[src/rtl/hkp_pkg.sv]
`timescale 1ns / 1ps
// Shared constants and types for the keyframe path unit.
// No dependencies.
package hkp_pkg;

   localparam int MAX_KEYS_DEFAULT  = 16;
   localparam int FRAC_BITS_DEFAULT = 16;

   // command codes
   localparam logic [1:0] CMD_CLEAR  = 2'd0;
   localparam logic [1:0] CMD_APPEND = 2'd1;
   localparam logic [1:0] CMD_EVAL   = 2'd2;

   localparam logic signed [63:0] INT32_MAX_64 = 64'sd2147483647;
   localparam logic signed [63:0] INT32_MIN_64 = -64'sd2147483648;

   // one keyframe's point and tangents, as held in the key data memory
   typedef struct packed {
      logic signed [31:0] point_x;
      logic signed [31:0] point_y;
      logic signed [31:0] out_tan_x;
      logic signed [31:0] out_tan_y;
      logic signed [31:0] in_tan_x;
      logic signed [31:0] in_tan_y;
   } key_data_type;

endpackage

[src/rtl/hkp_blend.sv]
`timescale 1ns / 1ps
// Hermite basis and blend: one shared multiplier, stepped by a small sequencer.
// Depends on hkp_pkg.
module hkp_blend #(
   parameter int FRAC_BITS = hkp_pkg::FRAC_BITS_DEFAULT
) (
   input  logic                  clock,
   input  logic                  reset,
   input  logic                  start,
   input  logic [FRAC_BITS-1:0]  t,
   input  hkp_pkg::key_data_type key0,
   input  logic signed [31:0]    p1_x,
   input  logic signed [31:0]    p1_y,
   output logic                  done,
   output logic signed [31:0]    res_x,
   output logic signed [31:0]    res_y
);

   localparam int MA = 33;
   localparam int HW = FRAC_BITS + 4;
   localparam int PW = MA + HW;
   localparam logic signed [HW-1:0] ONE = HW'(1) << FRAC_BITS;
   localparam logic [3:0] LAST_STEP = 4'd14;

   logic [3:0]               step_ff;
   logic                     busy_ff, done_ff;
   logic signed [MA-1:0]     op_a;
   logic signed [HW-1:0]     op_b;
   logic signed [PW-1:0]     prod_ff;
   logic [FRAC_BITS-1:0]     t_ff, t2_ff, t3_ff;
   logic signed [HW-1:0]     t_s, t2_s, t3_s;
   logic signed [HW-1:0]     h00_ff, h10_ff, h11_ff, h01_ff;
   logic signed [63:0]       acc_ff, prod_ext, rounded, shifted;
   logic signed [31:0]       fin;
   logic signed [31:0]       rx_ff, ry_ff;

   assign t_s  = $signed({4'b0, t_ff});
   assign t2_s = $signed({4'b0, t2_ff});
   assign t3_s = $signed({4'b0, t3_ff});

   always_comb begin
      op_a = '0;
      op_b = '0;
      case (step_ff)
         4'd0:  begin op_a = $signed({{(MA-FRAC_BITS){1'b0}}, t_ff});  op_b = t_s; end
         4'd2:  begin op_a = $signed({{(MA-FRAC_BITS){1'b0}}, t2_ff}); op_b = t_s; end
         4'd5:  begin op_a = MA'(key0.point_x);   op_b = h00_ff; end
         4'd6:  begin op_a = MA'(key0.out_tan_x); op_b = h10_ff; end
         4'd7:  begin op_a = MA'(key0.in_tan_x);  op_b = h11_ff; end
         4'd8:  begin op_a = MA'(p1_x);           op_b = h01_ff; end
         4'd9:  begin op_a = MA'(key0.point_y);   op_b = h00_ff; end
         4'd10: begin op_a = MA'(key0.out_tan_y); op_b = h10_ff; end
         4'd11: begin op_a = MA'(key0.in_tan_y);  op_b = h11_ff; end
         4'd12: begin op_a = MA'(p1_y);           op_b = h01_ff; end
         default: begin op_a = '0; op_b = '0; end
      endcase
   end

   assign prod_ext = 64'(prod_ff);

   // divide by 2^F toward zero, then clamp to int32
   assign rounded = acc_ff + (acc_ff[63] ? 64'((64'sd1 <<< FRAC_BITS) - 64'sd1) : 64'sd0);
   assign shifted = rounded >>> FRAC_BITS;
   always_comb begin
      if (shifted > hkp_pkg::INT32_MAX_64) begin
         fin = 32'sh7fffffff;
      end else if (shifted < hkp_pkg::INT32_MIN_64) begin
         fin = 32'sh80000000;
      end else begin
         fin = shifted[31:0];
      end
   end

   always_ff @(posedge clock) begin
      if (reset) begin
         busy_ff <= 1'b0;
         done_ff <= 1'b0;
         step_ff <= '0;
      end else begin
         done_ff <= 1'b0;
         if (start) begin
            busy_ff <= 1'b1;
            step_ff <= '0;
         end else if (busy_ff) begin
            step_ff <= step_ff + 4'd1;
            if (step_ff == LAST_STEP) begin
               busy_ff <= 1'b0;
               done_ff <= 1'b1;
            end
         end
      end
   end

   always_ff @(posedge clock) begin
      prod_ff <= op_a * op_b;
      if (start) begin
         t_ff <= t;
      end
      if (busy_ff) begin
         case (step_ff)
            4'd1: t2_ff <= prod_ff[2*FRAC_BITS-1:FRAC_BITS];
            4'd3: t3_ff <= prod_ff[2*FRAC_BITS-1:FRAC_BITS];
            4'd4: begin
               h00_ff <= (t3_s <<< 1) - (t2_s + (t2_s <<< 1)) + ONE;
               h10_ff <= t3_s - (t2_s <<< 1) + t_s;
               h01_ff <= (t2_s + (t2_s <<< 1)) - (t3_s <<< 1);
               h11_ff <= t3_s - t2_s;
            end
            4'd6:  acc_ff <= prod_ext;
            4'd10: begin
               rx_ff  <= fin;
               acc_ff <= prod_ext;
            end
            4'd14: ry_ff <= fin;
            default: begin
               if (step_ff > 4'd6) begin
                  acc_ff <= acc_ff + prod_ext;
               end
            end
         endcase
      end
   end

   assign done  = done_ff;
   assign res_x = rx_ff;
   assign res_y = ry_ff;

endmodule

[config.mk]
export PLATFORM = sky130hd
export DESIGN_NAME = hkp_blend
export DESIGN_NICKNAME = d
export VERILOG_FILES = /design/src/rtl/hkp_pkg.sv /design/src/rtl/hkp_blend.sv
export SDC_FILE = /design/constraint.sdc
export NUM_CORES = 2
export LEC_CHECK = 0
export BUFFER_PORTS_ARGS = -buffer_cell sky130_fd_sc_hd__buf_4
export CAP_MARGIN = 25
export CORE_ASPECT_RATIO = 1.4
export CORE_MARGIN = 1
export CORE_UTILIZATION = 55
export CTS_BUF_LIST = sky130_fd_sc_hd__clkbuf_4 sky130_fd_sc_hd__clkbuf_8
export CTS_CLUSTER_DIAMETER = 30
export DETAILED_ROUTE_END_ITERATION = 12
export PLACE_DENSITY_LB_ADDON = 0.12
export SLEW_MARGIN = 20
export SYNTH_ARGS = -nofsm -noshare
export SYNTH_HDL_FRONTEND = slang
export SYNTH_SLANG_ARGS = --single-unit
[constraint.sdc]
create_clock -name clock -period 11.7 [get_ports clock]
set_input_delay 2.34 -clock clock [delete_from_list [all_inputs] [get_ports clock]]
set_output_delay 2.34 -clock clock [all_outputs]
set_load 0.02 [all_outputs]
Yosys cells after proc, flatten, opt, wreduce, memory -nomap -nowiden
Index checks and enable logic that the tools add are counted.
- input port bits: 275
- register bits: 315
- output and inout bits: 65
- word-level logic and storage cells: 70
- multiplexer cells: 11
- $add $sub $neg: 10
- equality and inequality tests: 13
- magnitude comparators: 3
- reduce and logical (&&, ||, !) cells: 16
- multipliers: 1
- bitwise logic cells: 2
- operators with widths (kind ; count):
    $pmux 33 s10 ; 1
    $pmux 64 s2 ; 1
    $pmux 20 s5 ; 1
    $add 64x17->64 ; 1
    $add 64x53->64 ; 1
    $mux 32 ; 2
    $mux 64 ; 1
    $mul 33x20->53 ; 1
    $gt 48x32->1 const B ; 1
    $lt 48x32->1 const B ; 1
    $eq 4x4->1 const B ; 6
    $add 20x18->20 const B ; 1
    $sub 18x20->20 ; 1
    $add 18x17->19 ; 1
    $sub 18x17->19 ; 1
    $add 16x17->18 ; 1
    $sub 16x17->18 ; 1
    $sub 16x16->17 ; 1
    $eq 4x3->1 const B ; 4
    $mux 16 ; 1
    $reduce_or 2->1 ; 6
    $reduce_and 2->1 ; 5
    $eq 4x2->1 const B ; 2
    $add 4x1->4 const B ; 1
    other kinds (9) ; 13

Longest topological paths before layout
- depth in word-level cells: 5
- depth in mapped cells: 37
- gate-level depth less buffers: 34

Worst setup path after synthesis
No wires, ideal clock.
- path kind: input port to flip-flop
- from: input key0[43] in the netlist's numbering
- to: register prod_ff[46]
- cell stages on the path: 27
- library setup time: 0.118 ns
- buffers on the path: 0
- path slack: 1.616 ns
- arrival: 9.965 ns
- data required time: 11.582 ns
- path through: a22oi_1 > nand2_1 > nor4_1 > nor2_1 > fa_1 > inv_1 > fa_1 > fa_1 > inv_1 > fa_1 > fa_1 > fa_1 > inv_1 > fa_1 > inv_1 > ha_1 > o21ai_0 > o21ai_1 > a31o_1 > and4bb_1 > o41ai_4 > a221o_2 > a211o_1 > a221o_1 > a21oi_2 > o21ai_1 > xnor2_1
- word-level cells in the longest chain between the ends: 2
- RTL lines (element ; line ; text):
    start: declaration ; hkp_blend.sv:11 ; input hkp_pkg::key_data_type key0,
    $pmux 33 s10 ; hkp_blend.sv:44 ; case (step_ff)
    $mul 33x20->53 ; hkp_blend.sv:95 ; prod_ff <= op_a * op_b;
    end signal: assignment ; hkp_blend.sv:95 ;
    end: declaration ; hkp_blend.sv:29 ; logic signed [PW-1:0] prod_ff;
Every way passes these cells.
A chain may end at the register's enable or synchronous reset.

Final worst setup path
- from: register step_ff[0]
- to: register prod_ff[49]
- word-level cells in the longest chain between the ends: 4
- RTL lines (element ; line ; text):
    start: declaration ; hkp_blend.sv:25 ; logic [3:0] step_ff;
    start signal: assignment ; hkp_blend.sv:85 ; step_ff <= step_ff + 4'd1;
    $eq 4x4->1 (tied with other cells) ; hkp_blend.sv:44 ;
    $reduce_or 2->1 (no line) ; - ;
    $pmux 20 s5 ; hkp_blend.sv:44 ;
    $mul 33x20->53 * ; hkp_blend.sv:95 ;
Every way passes the cells marked *; elsewhere a longest branch is shown, timed or not.

==> results.tsv <==
stage	metric	value	unit
status	status	finished, final reports clean	
drt	post_drt_wl_per_cell	22.12	um
synthesis	synth.avg_cell_area	9.157	sq um
timing	fmax	0.09886	GHz
synthesis	synth_top_area_share	0.2995	
global_route	grt_pass1_wl	208500	um
critical_path	critPathSlowestCell	and3_1	
cts	htreeDepth	3	
drt	drt_iter0_markers	2618	
drt	drtPass1Iterations	10	
placed_design	routabilityCongestion	0.9830	
cts	cts_resized	0	
floorplanning	initial_utilization	0.5563	
critical_path	crit_required	12.28	ns
critical_path	path_buf_inv	7	
layout	multi_input_area	30910	sq um
drt	avgViaCountPerCell	5.796	
timing	finalHoldViolations	0	
timing	slew_headroom	0.2660	
global_route	antenna_found_initial	6	
critical_path	crit_top_cell	fa_1	
synthesis	dominantRegCellSynth	edfxtp_1	
timing	rsz0062_at_grt	false	
drt	drc	0	
synthesis	synth.cell_area	43380	sq um
floorplanning	die_w	239.3	um
power	finalPower	9.490	mW
critical_path	slowest_delay	0.76	ns
global_route	met2_usage	0.5792	
timing	period_needed	10.12	ns
timing	maxSlewViolCount	0	
drt	vias	35680	
critical_path	worst_setup_path_start_kind	register	
layout	area_growth	13.08	%
placed_design	hpwlAfterDp	110400	um
synthesis	ys_top_cells_by_area	fa_1 (30%), edfxtp_1 (17%), ha_1 (9.4%)	
timing	setup_tns	0	ns
placed_design	portBuffers	339	
layout	fin_nets	6296	
synthesis	synth_edf_count	250	
cts	clock_path_buffers	3	
synthesis	yosys_warnings	0	
floorplanning	die_h	334.3	um
worst_hold_path	hold_class	reg2reg	
synthesis	yosys.area.top_type	fa_1	
layout	final_area	49050	sq um
floorplanning	std_cell_rows	121	
cts	clk-insertion-delay-late	0.72	ns
critical_path	critPathMaxFanout	17	
drt	antenna_left	0	
synthesis	synth.distinct_cells	94	
global_route	grt_max_degree	75	
critical_path	cp-end-kind	register	
synthesis	syn-num-nets	5987	
floorplanning	dieArea	80010	sq um
cts	cts_setup_buffers	0	
global_route	grt_use_met1	0.4139	
global_route	globalRouteMet3Util	0.07008	
floorplanning	io-pin-count	340	
critical_path	cp.arrival	10.69	ns
global_route	gr-total-overflow	0	
placed_design	placed_area	47330	sq um
drt	detail_route.wirelength	136200	um
timing	fin_crit_sh	0.8646	
floorplanning	core	77970	sq um
power	p_leak	23.78	nW
cts	clk_pin_slew	0.05	ns
cts	cts_num_sinks	309	
timing	finalSetupViolCount	0	
power	p_per_area	193.5	nW/um^2
cts	ctsHoldBuffers	0	
critical_path	r2r_slack	1.58	ns
layout	seqCellArea	8688	sq um
global_route	first_global_vias	36800	
synthesis	synth-seq-cells	309	
synthesis	netlist_instances	4737	
critical_path	path_class	reg2reg	
layout	fillers	6774	
critical_path	cp_top_family	adder cells	
timing	worst-slew-pin-transition	1.093	ns
global_route	busiest_layer	met2	
synthesis	seq_area_frac_synth	0.2003	
flow_run	drv_cap	0	
timing	fin_skew	0.06881	ns
global_route	track_usage	0.3503	
cts	cts-buffers-inserted	73	
cts	cts_tree	done	
synthesis	synthArstFlopShare	0	
power	ir_drop	0.0004748	V
layout	drive_gt1_frac	0.1230	
cts	clockRootBuffer	clkbuf_8	
## kinds of logic (layout without fill, tap and decap cells)
logic type / count (synthesis) / after routing / share of synthesized area
buf+inv: 1060 / 1428 / 0.09228
other cells: 0 / 6 / 0
fa+ha+maj: 975 / 975 / 0.3936
simple gates: 1356 / 1356 / 0.1383
flops: 309 / 309 / 0.2003
mux: 5 / 5 / 0.001183
xor+xnor: 225 / 225 / 0.04543
compound gates: 807 / 807 / 0.1290
## cells in the mapped netlist, types with 6 or more instances
| master | number |
|---|---|
| inv_1 | 874 |
| fa_1 | 649 |
| nand2_1 | 520 |
| nor2_1 | 468 |
| ha_1 | 326 |
| edfxtp_1 | 250 |
| a21oi_1 | 166 |
| clkbuf_1 | 161 |
| o21ai_0 | 149 |
| xnor2_1 | 148 |
| a22o_1 | 109 |
| a21o_1 | 81 |
| xor2_1 | 77 |
| nand3_1 | 75 |
| dfxtp_1 | 59 |
| a22oi_1 | 45 |
| nor3_1 | 44 |
| nand4_1 | 38 |
| and3_1 | 33 |
| nor4_1 | 33 |
| or4_1 | 32 |
| o21bai_1 | 30 |
| nand2b_1 | 23 |
| o21a_1 | 22 |
| nor2b_1 | 21 |
| o21ai_1 | 21 |
| a31oi_1 | 19 |
| and2_1 | 15 |
| a21boi_0 | 13 |
| buf_1 | 13 |
| a211oi_1 | 12 |
| o31ai_1 | 12 |
| a222oi_1 | 11 |
| o211ai_1 | 11 |
| a221o_1 | 9 |
| or3_1 | 9 |
| a221oi_1 | 8 |
| buf_2 | 8 |
| o2111ai_1 | 8 |
| or2_2 | 8 |
| a211o_1 | 7 |
| and4_1 | 7 |
| o41ai_1 | 7 |
| nand3b_1 | 6 |
## layout make-up
type,instances,area share
timing repair buffer,418,0.06413
clock inverter,50,0.01227
tap,1045,0.02666
clock buffer,84,0.02229
multi-input combinational,3368,0.6302
sequential,309,0.1771
antenna,6,0.0003061
inverter,876,0.06704
## metrics by stage
step | util | hold slack [ns] | cells | setup slack, ns
3_5_place_dp | 0.6070 | 0.5330 | 6015 | 1.044
4_1_cts | 0.6287 | 0.5091 | 6149 | 1.749
6_report | 0.6291 | 0.5243 | 6156 | 1.584
2_1_floorplan | - | 0.4538 | 4737 | 1.616
3_3_place_gp | 0.6070 | 0.5208 | 6015 | 1.220
5_1_grt | 0.6291 | 0.5602 | 6156 | 1.157
## cell usage in the layout, fill, tap and decap left out, types with 22 or more instances in the layout
master and instances:
a22oi_1 45, inv_1 874, nor4_2 25, and3_1 31, ha_1 326, nor2_1 466, dfxtp_1 59, nand4_1 38
nand3_1 75, clkbuf_8 74, o21bai_1 30, nand2_1 520, a21o_1 81, or4_1 32, nor3_1 43, a21oi_1 165
fa_1 649, edfxtp_1 250, xor2_1 77, o21a_1 22, a22o_1 109, nand2b_1 23, buf_4 417, o21ai_0 149
xnor2_1 148
## path summary, 6_finish.rpt
path	end	cells after the start	start
setup / recovery	prod_ff[49]	31	step_ff[0]
hold / removal	acc_ff[13]	2	prod_ff[13]
hold reg to reg	acc_ff[13]	2	prod_ff[13]
setup reg to reg	prod_ff[49]	31	step_ff[0]
## worst reg2reg max path: cells and delay by family, from the launching register on
kind / cells / cell delay (ns)
xor gates and xnor gates: 1 / 0.12
buffers and inverters: 7 / 0.97
DFF: 1 / 0.42
adders and majority gates: 9 / 4.23
and+or+nand+nor: 6 / 1.93
AOI/OAI and AO/OA: 8 / 2.33
## registers in the layout (all words and copies together) (netlist names), 17 cells and up
signal / flops
h10_ff: 19
h11_ff: 17
h00_ff: 20
h01_ff: 18
res_y: 32
prod_ff: 53
res_x: 32
acc_ff: 64
## power by group
group | total [mW] | switching, mW | internal, mW
sequential | 1.52 | 0.129 | 1.39
combinational | 6.50 | 3.91 | 2.59
clock | 1.47 | 0.596 | 0.870
## layer usage
metal | vias up | part of all wire | routed length, um
met2 | 1663 | 0.47 | 63830
met1 | 17490 | 0.37 | 50260
met5 | - | 0 | 0
met3 | 411 | 0.086 | 11660
met4 | 0 | 0.077 | 10430
li1 | 16110 | - | -
Power figures use the tool's default switching activity.
