<file path="config.mk">
export PLATFORM = sky130hd
export DESIGN_NAME = hkp_divider
export DESIGN_NICKNAME = d
export VERILOG_FILES = /design/src/rtl/hkp_pkg.sv /design/src/rtl/hkp_divider.sv
export SDC_FILE = /design/constraint.sdc
export NUM_CORES = 1
export LEC_CHECK = 0
export BUFFER_PORTS_ARGS = -buffer_cell sky130_fd_sc_hd__clkbuf_2
export CAP_MARGIN = 10
export CORE_UTILIZATION = 55
export DETAILED_ROUTE_END_ITERATION = 8
export PLACE_DENSITY = 0.78
export SLEW_MARGIN = 20
export SYNTH_ARGS = -nofsm -noshare
export SYNTH_HDL_FRONTEND = slang
export SYNTH_SLANG_ARGS = --single-unit
</file>
<file path="constraint.sdc">
create_clock -name clock -period 5.1 [get_ports clock]
set_clock_uncertainty 0.1 [all_clocks]
set_input_delay 1.02 -clock clock [delete_from_list [all_inputs] [get_ports clock]]
set_output_delay 1.02 -clock clock [all_outputs]
set_load 0.03 [all_outputs]
</file>
<file path="src/rtl/hkp_pkg.sv">
`timescale 1ns / 1ps
// Shared constants and types for the keyframe path unit.
// No dependencies.
package hkp_pkg;

   localparam int MAX_KEYS_DEFAULT  = 16;
   localparam int FRAC_BITS_DEFAULT = 16;

   // command codes
   localparam logic [1:0] CMD_CLEAR  = 2'd0;
   localparam logic [1:0] CMD_APPEND = 2'd1;
   localparam logic [1:0] CMD_EVAL   = 2'd2;

   localparam logic signed [63:0] INT32_MAX_64 = 64'sd2147483647;
   localparam logic signed [63:0] INT32_MIN_64 = -64'sd2147483648;

   // one keyframe's point and tangents, as held in the key data memory
   typedef struct packed {
      logic signed [31:0] point_x;
      logic signed [31:0] point_y;
      logic signed [31:0] out_tan_x;
      logic signed [31:0] out_tan_y;
      logic signed [31:0] in_tan_x;
      logic signed [31:0] in_tan_y;
   } key_data_type;

endpackage

</file>
<file path="src/rtl/hkp_divider.sv">
`timescale 1ns / 1ps
// Restoring divider for the segment fraction, one quotient bit per cycle.
// Depends on hkp_pkg.
module hkp_divider #(
   parameter int FRAC_BITS = hkp_pkg::FRAC_BITS_DEFAULT
) (
   input  logic                 clock,
   input  logic                 reset,
   input  logic                 start,
   input  logic [32:0]          dividend,
   input  logic [32:0]          divisor,
   output logic                 busy,
   output logic [FRAC_BITS-1:0] quotient
);

   localparam int CNT_W = $clog2(FRAC_BITS + 1);

   logic [33:0]          rem_ff, rem_in, shifted;
   logic [32:0]          div_ff;
   logic [FRAC_BITS-1:0] q_ff, q_in;
   logic [CNT_W-1:0]     cnt_ff, cnt_in;
   logic                 busy_ff, busy_in;
   logic                 ge;

   // dividend < divisor, so the remainder stays below 2^33
   assign shifted = {rem_ff[32:0], 1'b0};
   assign ge      = shifted >= {1'b0, div_ff};

   always_comb begin
      rem_in  = rem_ff;
      q_in    = q_ff;
      cnt_in  = cnt_ff;
      busy_in = busy_ff;
      if (start) begin
         rem_in  = {1'b0, dividend};
         cnt_in  = CNT_W'(FRAC_BITS);
         busy_in = 1'b1;
      end else if (busy_ff) begin
         rem_in = ge ? (shifted - {1'b0, div_ff}) : shifted;
         q_in   = {q_ff[FRAC_BITS-2:0], ge};
         cnt_in = cnt_ff - CNT_W'(1);
         if (cnt_ff == CNT_W'(1)) begin
            busy_in = 1'b0;
         end
      end
   end

   always_ff @(posedge clock) begin
      if (reset) begin
         busy_ff <= 1'b0;
         cnt_ff  <= '0;
      end else begin
         busy_ff <= busy_in;
         cnt_ff  <= cnt_in;
      end
   end

   always_ff @(posedge clock) begin
      rem_ff <= rem_in;
      q_ff   <= q_in;
      if (start) begin
         div_ff <= divisor;
      end
   end

   assign busy     = busy_ff;
   assign quotient = q_ff;

endmodule

</file>
After elaboration in Yosys (flattened, before gate mapping)
Cells that the tools add are included.

operators by class
  shifts and indexed selects = 0
  multiply operators = 0
  eq/ne operators = 1
  mux-type cells = 8
  bitwise logic cells = 1
  div/mod/pow operators = 0
  reductions and logical operators = 3
  magnitude comparators = 1
  add/sub/neg operators = 2

operators by type and width
  operator             number
  $mux 33              3
  $ge 34x33->1         1
  $sub 33x33->33       1
  $mux 5               2
  $eq 5x1->1 const B   1
  $sub 5x1->5 const B  1
  $mux 1               3
  $reduce_and 2->1     1
  $reduce_bool 2->1    1
  $reduce_or 2->1      1
  $not 1->1            1

storage, ports and cells
  bits in latches = 0
  memories = 0
  output and inout port bits = 17
  input bits = 69
  flip-flop bits (word level) = 88
  logic and storage cells = 22
  memory bits (read-only) = 0
  RAM bits = 0

Depth between registers and ports, before layout
Gate-level depths: netlist (run 1).

  depth after elaboration = 4
  mapped depth = 13
  gate-level depth less buffers = 11

Least setup slack after synthesis (run 1)
Ideal clock, no wire load.

  path kind = reg-to-reg
  start point = register rem_ff[1]
  end point = register rem_ff[30], data pin
  buffers on the path = 1
  setup time = 0.261 ns
  slack = 2.242 ns
  arrival = 2.497 ns
  stages on the path, launching flop included = 11
  path through = edfxtp_1 ha_1 nor2b_1 o31ai_2 a21oi_1 a31o_2 o21a_1 a21oi_2 buf_6 nor2_2 a221o_1

between the ends
  cells in the longest elaborated chain, start to end = 4
  elaborated cells on any way between the ends = 5

RTL lines
  element                                                RTL line                              source
  from (decl)                                            hkp_divider.sv:18                     logic [33:0] rem_ff, rem_in, shifted;
  from (signal assigned)                                 hkp_divider.sv:59                     rem_ff <= rem_in;
  $sub 33x33->33 / $ge 34x33->1 (equally long branches)  hkp_divider.sv:39, hkp_divider.sv:27
  $mux 33 *                                              hkp_divider.sv:39                     rem_in = ge ? (shifted - {1'b0, div_ff}) : shifted;
  $mux 33 *                                              hkp_divider.sv:38                     end else if (busy_ff) begin
  $mux 33 *                                              hkp_divider.sv:34                     if (start) begin
  net rem_in[30]                                         hkp_divider.sv:18

Mark *: on every way through the listed nets, which the timed path passes. The rest lies on a longest branch. The select of a mux whose other input is x is not followed.
A chain may end at the register's enable or synchronous reset.

Worst setup path after layout (run 1)
  start point = register rem_ff[26]
  end point = register rem_ff[30], data pin

The elaborated chain is that of the path after synthesis.

==> results of run 1 <==
## layout by cell type (no fill, tap or decap), drive strengths merged, types with 3 or more instances in the layout
master,count
o21ai,24
inv,48
o31ai,5
dfxtp,6
xor2,9
a221o,3
clkinv,3
o2bb2ai,3
a21boi,7
a21oi,46
nor2b,5
edfxtp,82
mux2i,19
nand3,6
a211oi,5
nand2,31
nand4,3
nor2,48
and3,9
ha,35
xnor2,15
o21bai,4
a2111oi,3
o21a,7
a21o,14
or3,3
and2,6
clkbuf,94
a31oi,10
buf,4
a211o,4
nor3,11
and4,3
## cells in the mapped netlist (2+ instances only)
cell type,instances
a2111oi_0,3
a211o_1,4
a211oi_1,5
a21boi_0,7
a21o_1,14
a21oi_1,45
a221o_1,3
a2bb2oi_1,2
a31oi_1,10
and2_1,5
and3_1,9
and4_1,3
buf_6,3
clkbuf_1,9
dfxtp_1,6
edfxtp_1,82
ha_1,35
inv_1,46
mux2i_1,19
nand2_1,31
nand3_1,5
nand4_1,3
nor2_1,47
nor2b_1,5
nor3_1,10
nor3b_1,2
nor4_1,2
o211ai_1,2
o21a_1,7
o21ai_0,24
o21bai_1,4
o22ai_1,2
o2bb2ai_1,3
o31ai_1,4
or3_1,3
xnor2_1,15
xor2_1,9
## flip-flops by register name, summed over array words and instances (netlist names)
| signal | cells |
|---|---|
| cnt_ff | 5 |
| quotient | 16 |
| busy | 1 |
| div_ff | 33 |
| rem_ff | 33 |
## metal layers
layer	vias up	track usage [%]	wire, um	part of all wire, %
met2	156	38.3	5300	46
met3	16	3.47	692	5.9
met4	0	8.81	167	1.4
li1	2066	-	-	-
met1	1939	33.8	5490	47
met5	-	0	0	0
## worst paths after layout
check	slack, ns	end	cells past startpoint	start
setup / recovery	1.75	rem_ff[30]	10	rem_ff[26]
hold / removal	0.35	quotient[14]	0	quotient[13]
hold reg to reg	0.35	quotient[14]	0	quotient[13]
setup reg to reg	1.75	rem_ff[30]	10	rem_ff[26]
## power groups by stage
| stage | logic [uW] | clock network (uW) | registers [uW] |
|---|---|---|---|
| detailed placement | 1070 | 0 | 992 |
| finish | 1090 | 535 | 978 |
| CTS | 1070 | 544 | 977 |
| global placement | 1040 | 0 | 991 |
| global route | 1200 | 566 | 988 |
| floorplan | 844 | 0 | 983 |
## cell families after synthesis
logic type	after synthesis	share of synthesized area [%]
compound gates	149	18.1
simple gates	135	12.5
flops	88	48.1
buf+inv	62	5.03
fa+ha+maj	36	8.53
xor+xnor	24	3.92
mux	20	3.75
## metrics by stage
step	hold WS (ns)	std cells	area (um^2)	power, uW
2_1_floorplan	0.369	514	5370	1830
3_5_place_dp	0.342	717	5890	2060
6_report	0.353	733	6110	2600
4_1_cts	0.362	733	6110	2600
3_3_place_gp	0.336	717	5890	2030
5_1_grt	0.370	733	6110	2760
## cell type report
| type | count | share of cell area (%) |
|---|---|---|
| Clock buffer | 9 | 2.03 |
| Multi-Input combinational cell | 364 | 41.2 |
| Clock inverter | 7 | 1.54 |
| Inverter | 47 | 2.93 |
| Tap cell | 129 | 2.64 |
| Sequential cell | 88 | 42.3 |
| Timing Repair Buffer | 89 | 7.45 |
==> impl_metrics.yaml, run 1 <==
outcome:
  outcome: "finished, final reports clean"
worst_setup_path:
  worstPathRequired_ns: 5.12
  cp_cell_sequence: "ha_1 -> a21o_1 -> a31oi_1 -> o21ai_0 -> a211o_1 -> a211o_1 -> a21oi_2 -> buf_4 -> nor2_2 -> a221o_1"
  crit_family: "compound AO/OA/AOI/OAI gates"
  worst_path_most_repeated_cell: "a211o_1"
  cp_max_fo: 18
  crit_path_max_incr_delay_ns: 0.42
  cp.arrival_ns: 3.38
  path_class: "reg -> reg"
  crit_buf_inv: 1
  worstSetupStartpointType: "flip-flop"
  crit_slowest_cell: "edfxtp_1"
  end_kind: "flip-flop"
floorplanning:
  io_pins: 86
  coreArea_um2: 9330
  die_w_um: 101
  rows: 35
  die_h_um: 101
  initial_core_util_pct: 57.5
  die-area_um2: 10200
timing:
  max_freq_ghz: 0.298
  maxSlewViolCount: 0
  hold_viol: 0
  setup_viol: 0
  fin_tns_setup_ns: 0
  relSlewSlack_pct: 41.9
  timing.final.ws_setup_ns: 1.75
  fin_crit_sh_pct: 65.8
  worst_pin_slew_ns: 0.872
  rsz0062_at_grt: "no"
  post-route-min-period_ns: 3.35
power:
  switchingPower_uw: 946
  internal_power_uw: 1660
  comb_power_share_pct: 41.8
  peakVddDrop_mv: 0.230
  p_per_area_nw_per_um2: 426
  swShare_pct: 36.3
  pwr-share-seq_pct: 37.6
  clkPwrFrac_pct: 20.6
  cellLeakagePower_uw: 0.00272
detailed_routing:
  drt-initial-drc-count: 230
  dr.pass1.iters: 5
  vias: 4177
  ant_nets: 0
  wirelength_um: 11600
  vias_per_cell: 5.70
  drc: 0
  wl_per_cell_um: 15.9
cts:
  tritoncts: "done"
  cts.clk_slew.worst_paths_ns: 0.09
  cts_hold_buf: 0
  clockBufferDepth: 2
  insertion_delay_ns: 0.37
  clock_sinks: 88
  h-tree-depth: 3
  clockRootBuffer: "clkbuf_8"
  postCtsSetupRepairBufs: 0
  ctsResizeCount: 0
  cts_made_buffers: 9
final_layout:
  nFillCells: 753
  fin_util_pct: 65.5
  layout-drive-gt1-share_pct: 19.2
  multiInputGateArea_um2: 2510
  insertedDiodeCount: 0
  nNetsFinal: 704
  regArea_um2: 2580
  area_growth_pct: 13.8
synthesis:
  ys.flop_type: "edfxtp_1"
  yosysWarnings: 0
  synth_cells: 514
  synth_nets: 619
  synth_edf_count: 82
  ys_async_sr_fraction_pct: 0
  yosysSeqAreaShare_pct: 48.1
  ys_types: 63
  syn-cell-area_um2: 5370
  yosys.area.top_type: "edfxtp_1"
  avgSynthCellArea_um2: 10.4
  synth_area_leaders: "edfxtp_1, ha_1, a21oi_1"
  synth_top_area_share_pct: 45.9
  ys_ff_latch: 88
global_routing:
  grt_max_degree: 52
  overflow: 0
  antenna_found_initial: 0
  grtUsageTotal_pct: 24.1
  grt_pass1_vias: 4013
  grt_first_pass_wirelength_um: 19100
place:
  pre_cts_slack_ns: 1.82
  dp_hpwl_um: 8460
  gp_congestion: 0.905
  io_buffers: 85
min_path:
  hold_class: "reg -> reg"
job:
  cap_violations: 0
(Power assumes the default switching activity.)
==> run 2: changes to the inputs <==
--- a/config.mk
+++ b/config.mk
@@ -5,11 +5,12 @@
 export SDC_FILE = /design/constraint.sdc
 export NUM_CORES = 1
 export LEC_CHECK = 0
+export ABC_AREA = 1
 export BUFFER_PORTS_ARGS = -buffer_cell sky130_fd_sc_hd__clkbuf_2
 export CAP_MARGIN = 10
-export CORE_UTILIZATION = 55
+export CORE_UTILIZATION = 53
 export DETAILED_ROUTE_END_ITERATION = 8
-export PLACE_DENSITY = 0.78
+export PLACE_DENSITY = 0.77
 export SLEW_MARGIN = 20
 export SYNTH_ARGS = -nofsm -noshare
 export SYNTH_HDL_FRONTEND = slang
==> constraint.sdc (replaced) <==
create_clock -name clock -period 2.85 [get_ports clock]
set_clock_uncertainty 0.1 [all_clocks]
set_input_delay 0.57 -clock clock [delete_from_list [all_inputs] [get_ports clock]]
set_output_delay 0.57 -clock clock [all_outputs]
set_load 0.03 [all_outputs]
==> impl_metrics.yaml, run 2 <==
timing:
  fin_tns_setup_ns: 0
  maxSlewViolCount: 0
  setup_viol: 0
  rsz0062_at_grt: "no"
  fin_crit_sh_pct: 93.6
  post-route-min-period_ns: 2.67
  worst_pin_slew_ns: 0.445
  max_freq_ghz: 0.375
  hold_viol: 0
  relSlewSlack_pct: 70.3
place:
  io_buffers: 85
  dp_hpwl_um: 12600
  gp_congestion: 0.974
  place_area_um2: 7130
outcome:
  outcome: "finished, violations left"
  violations: "DRC"
cts:
  cts.clk_slew.worst_paths_ns: 0.08
  clockRootBuffer: "clkbuf_16"
  h-tree-depth: 3
  cts_hold_buf: 0
  clock_sinks: 88
  clockBufferDepth: 2
  cts_made_buffers: 9
  tritoncts: "done"
  ctsResizeCount: 0
  insertion_delay_ns: 0.36
  postCtsSetupRepairBufs: 0
worst_setup_path:
  end_kind: "flip-flop"
  reg2reg_slack_ns: 0.18
  cp.arrival_ns: 2.68
  rr_worst_depth: 12
  worstSetupStartpointType: "flip-flop"
  reg2reg_to: "rem_ff[21]"
  path_class: "reg -> reg"
  cp_max_fo: 20
  worstPathRequired_ns: 2.86
  regToRegStartpoint: "rem_ff[22]"
power:
  comb_power_share_pct: 44.8
  clkPwrFrac_pct: 22.6
  swShare_pct: 40.8
  pwr-share-seq_pct: 32.6
  cellLeakagePower_uw: 0.00400
  peakVddDrop_mv: 0.519
  p_per_area_nw_per_um2: 705
  switchingPower_uw: 2130
  internal_power_uw: 3100
detailed_routing:
  drt-initial-drc-count: 476
  ant_nets: 0
  dr.pass1.iters: 7
  wl_per_cell_um: 13.8
  vias_per_cell: 4.97
  vias: 5674
  wirelength_um: 15700
  drc: 1
final_layout:
  area_growth_pct: 14.5
  design_area_um2: 7420
  insertedDiodeCount: 0
  nNetsFinal: 1094
  final_common_cell: "nand2_1"
  most-common-layout-cells: "nand2_1, inv_1, clkbuf_2, edfxtp_1, nand3_1"
  layout-drive-gt1-share_pct: 15.3
min_path:
  hold_class: "in -> reg"
  hold_end: "div_ff[8]"
  min_from: "divisor[8]"
  min_path_cells: 1
synthesis:
  yosysSeqAreaShare_pct: 39.8
  yosysWarnings: 0
  synth_commonest_cells: "nand2_1, inv_1, edfxtp_1"
  synth_cells: 894
  ys.flop_type: "edfxtp_1"
  syn-cell-area_um2: 6480
  ys_ff_latch: 88
  yosys.area.top_type: "edfxtp_1"
  synth_area_leaders: "edfxtp_1, nand2_1, inv_1"
  ys_async_sr_fraction_pct: 0
  synth_nets: 999
  ys_types: 36
  yosysMostFrequentCell: "nand2_1"
  synth_edf_count: 82
  avgSynthCellArea_um2: 7.25
  synth_top_area_share_pct: 38.0
floorplanning:
  rows: 40
  coreArea_um2: 12000
  die_w_um: 113
  die-area_um2: 12700
  die_h_um: 113
  initial_core_util_pct: 54.2
  io_pins: 86
global_routing:
  overflow: 0
  grt_max_degree: 38
  grt_pass1_vias: 5428
  antenna_found_initial: 0
  grtUsageTotal_pct: 26.8
  grt_first_pass_wirelength_um: 26200
job:
  cap_violations: 0
run 2: changes by cell type in the layout (fill, tap and decap cells not counted), sizes merged, moves of 19 or more:
cell,previous run,this run
nand3,6,73
o21ai,24,2
nand2,31,353
nand3b,0,26
inv,48,178
a21oi,46,20
mux2i,19,0
run 2: power groups by stage:
| stage | sequential [uW] | clock [uW] | combinational [uW] |
|---|---|---|---|
| 2_1_floorplan | 1720 | 0 | 1720 |
| 3_3_place_gp | 1730 | 0 | 2290 |
| 3_5_place_dp | 1730 | 0 | 2310 |
| 4_1_cts | 1700 | 1210 | 2330 |
| 5_1_grt | 1720 | 1260 | 2650 |
| 6_report | 1710 | 1180 | 2350 |
run 2: area by class of cell:
class                   count  area [um^2]
fillers                  1086         4540
multi-input cells         613         3130
flip-flops and latches     88         2580
inverters                 177          664
repair buffers            100          563
clock buffers               9          225
well taps                 147          184
clock inverters             7         67.6
run 2: per-layer routing:
layer / share of wire [%] / GRT usage [%] / vias up
li1: - / - / 2984
met1: 49 / 36.9 / 2528
met2: 44 / 42.1 / 140
met3: 5.0 / 5.29 / 22
met4: 2.2 / 9.60 / 0
met5: 0 / 0 / -
run 2: how the worst max path moves through the flow:
stage / cells past startpoint / endpoint / start
3_3_place_gp: 12 / rem_ff[6] / rem_ff[22]
2_1_floorplan: 4 / rem_ff[0] / start
4_1_cts: 12 / rem_ff[20] / rem_ff[22]
5_1_grt: 16 / rem_ff[29] / rem_ff[3]
3_5_place_dp: 12 / rem_ff[13] / rem_ff[22]
6_report: 12 / rem_ff[21] / rem_ff[22]
run 2: critical path, stage by stage (launching register included):
cell and delay, ns:
edfxtp_1 0.40, ha_1 0.39, nand2_1 0.10, nand2_1 0.10
a21oi_1 0.24, nand2_1 0.11, nand2_1 0.09, nand2_2 0.08
nor2_8 0.33, buf_4 0.23, nand3b_1 0.09, nand3_1 0.10
nand2_1 0.06
run 2: logic make-up (layout without fill, tap and decap cells):
family / count (synthesis) / in the layout / share of synthesized area (%)
DFF: 88 / 88 / 39.8
buffers and inverters: 193 / 293 / 11.8
and+or+nand+nor: 530 / 530 / 36.4
adders and majority gates: 36 / 36 / 7.06
xor gates and xnor gates: 16 / 16 / 2.16
AOI/OAI and AO/OA: 31 / 31 / 2.72
run 2: through the flow:
| stage | setup WS (ns) | total power [uW] | instances | utilization (%) | hold WS [ns] |
|---|---|---|---|---|---|
| after floorplan | 0.507 | 3440 | 894 | - | 0.357 |
| after global placement | 0.209 | 4020 | 1125 | 59.6 | 0.327 |
| after detailed placement | 0.244 | 4040 | 1125 | 59.6 | 0.333 |
| after CTS | 0.223 | 5240 | 1141 | 62.0 | 0.272 |
| after global routing | 0.0376 | 5630 | 1141 | 62.0 | 0.268 |
| final | 0.184 | 5230 | 1141 | 62.0 | 0.280 |
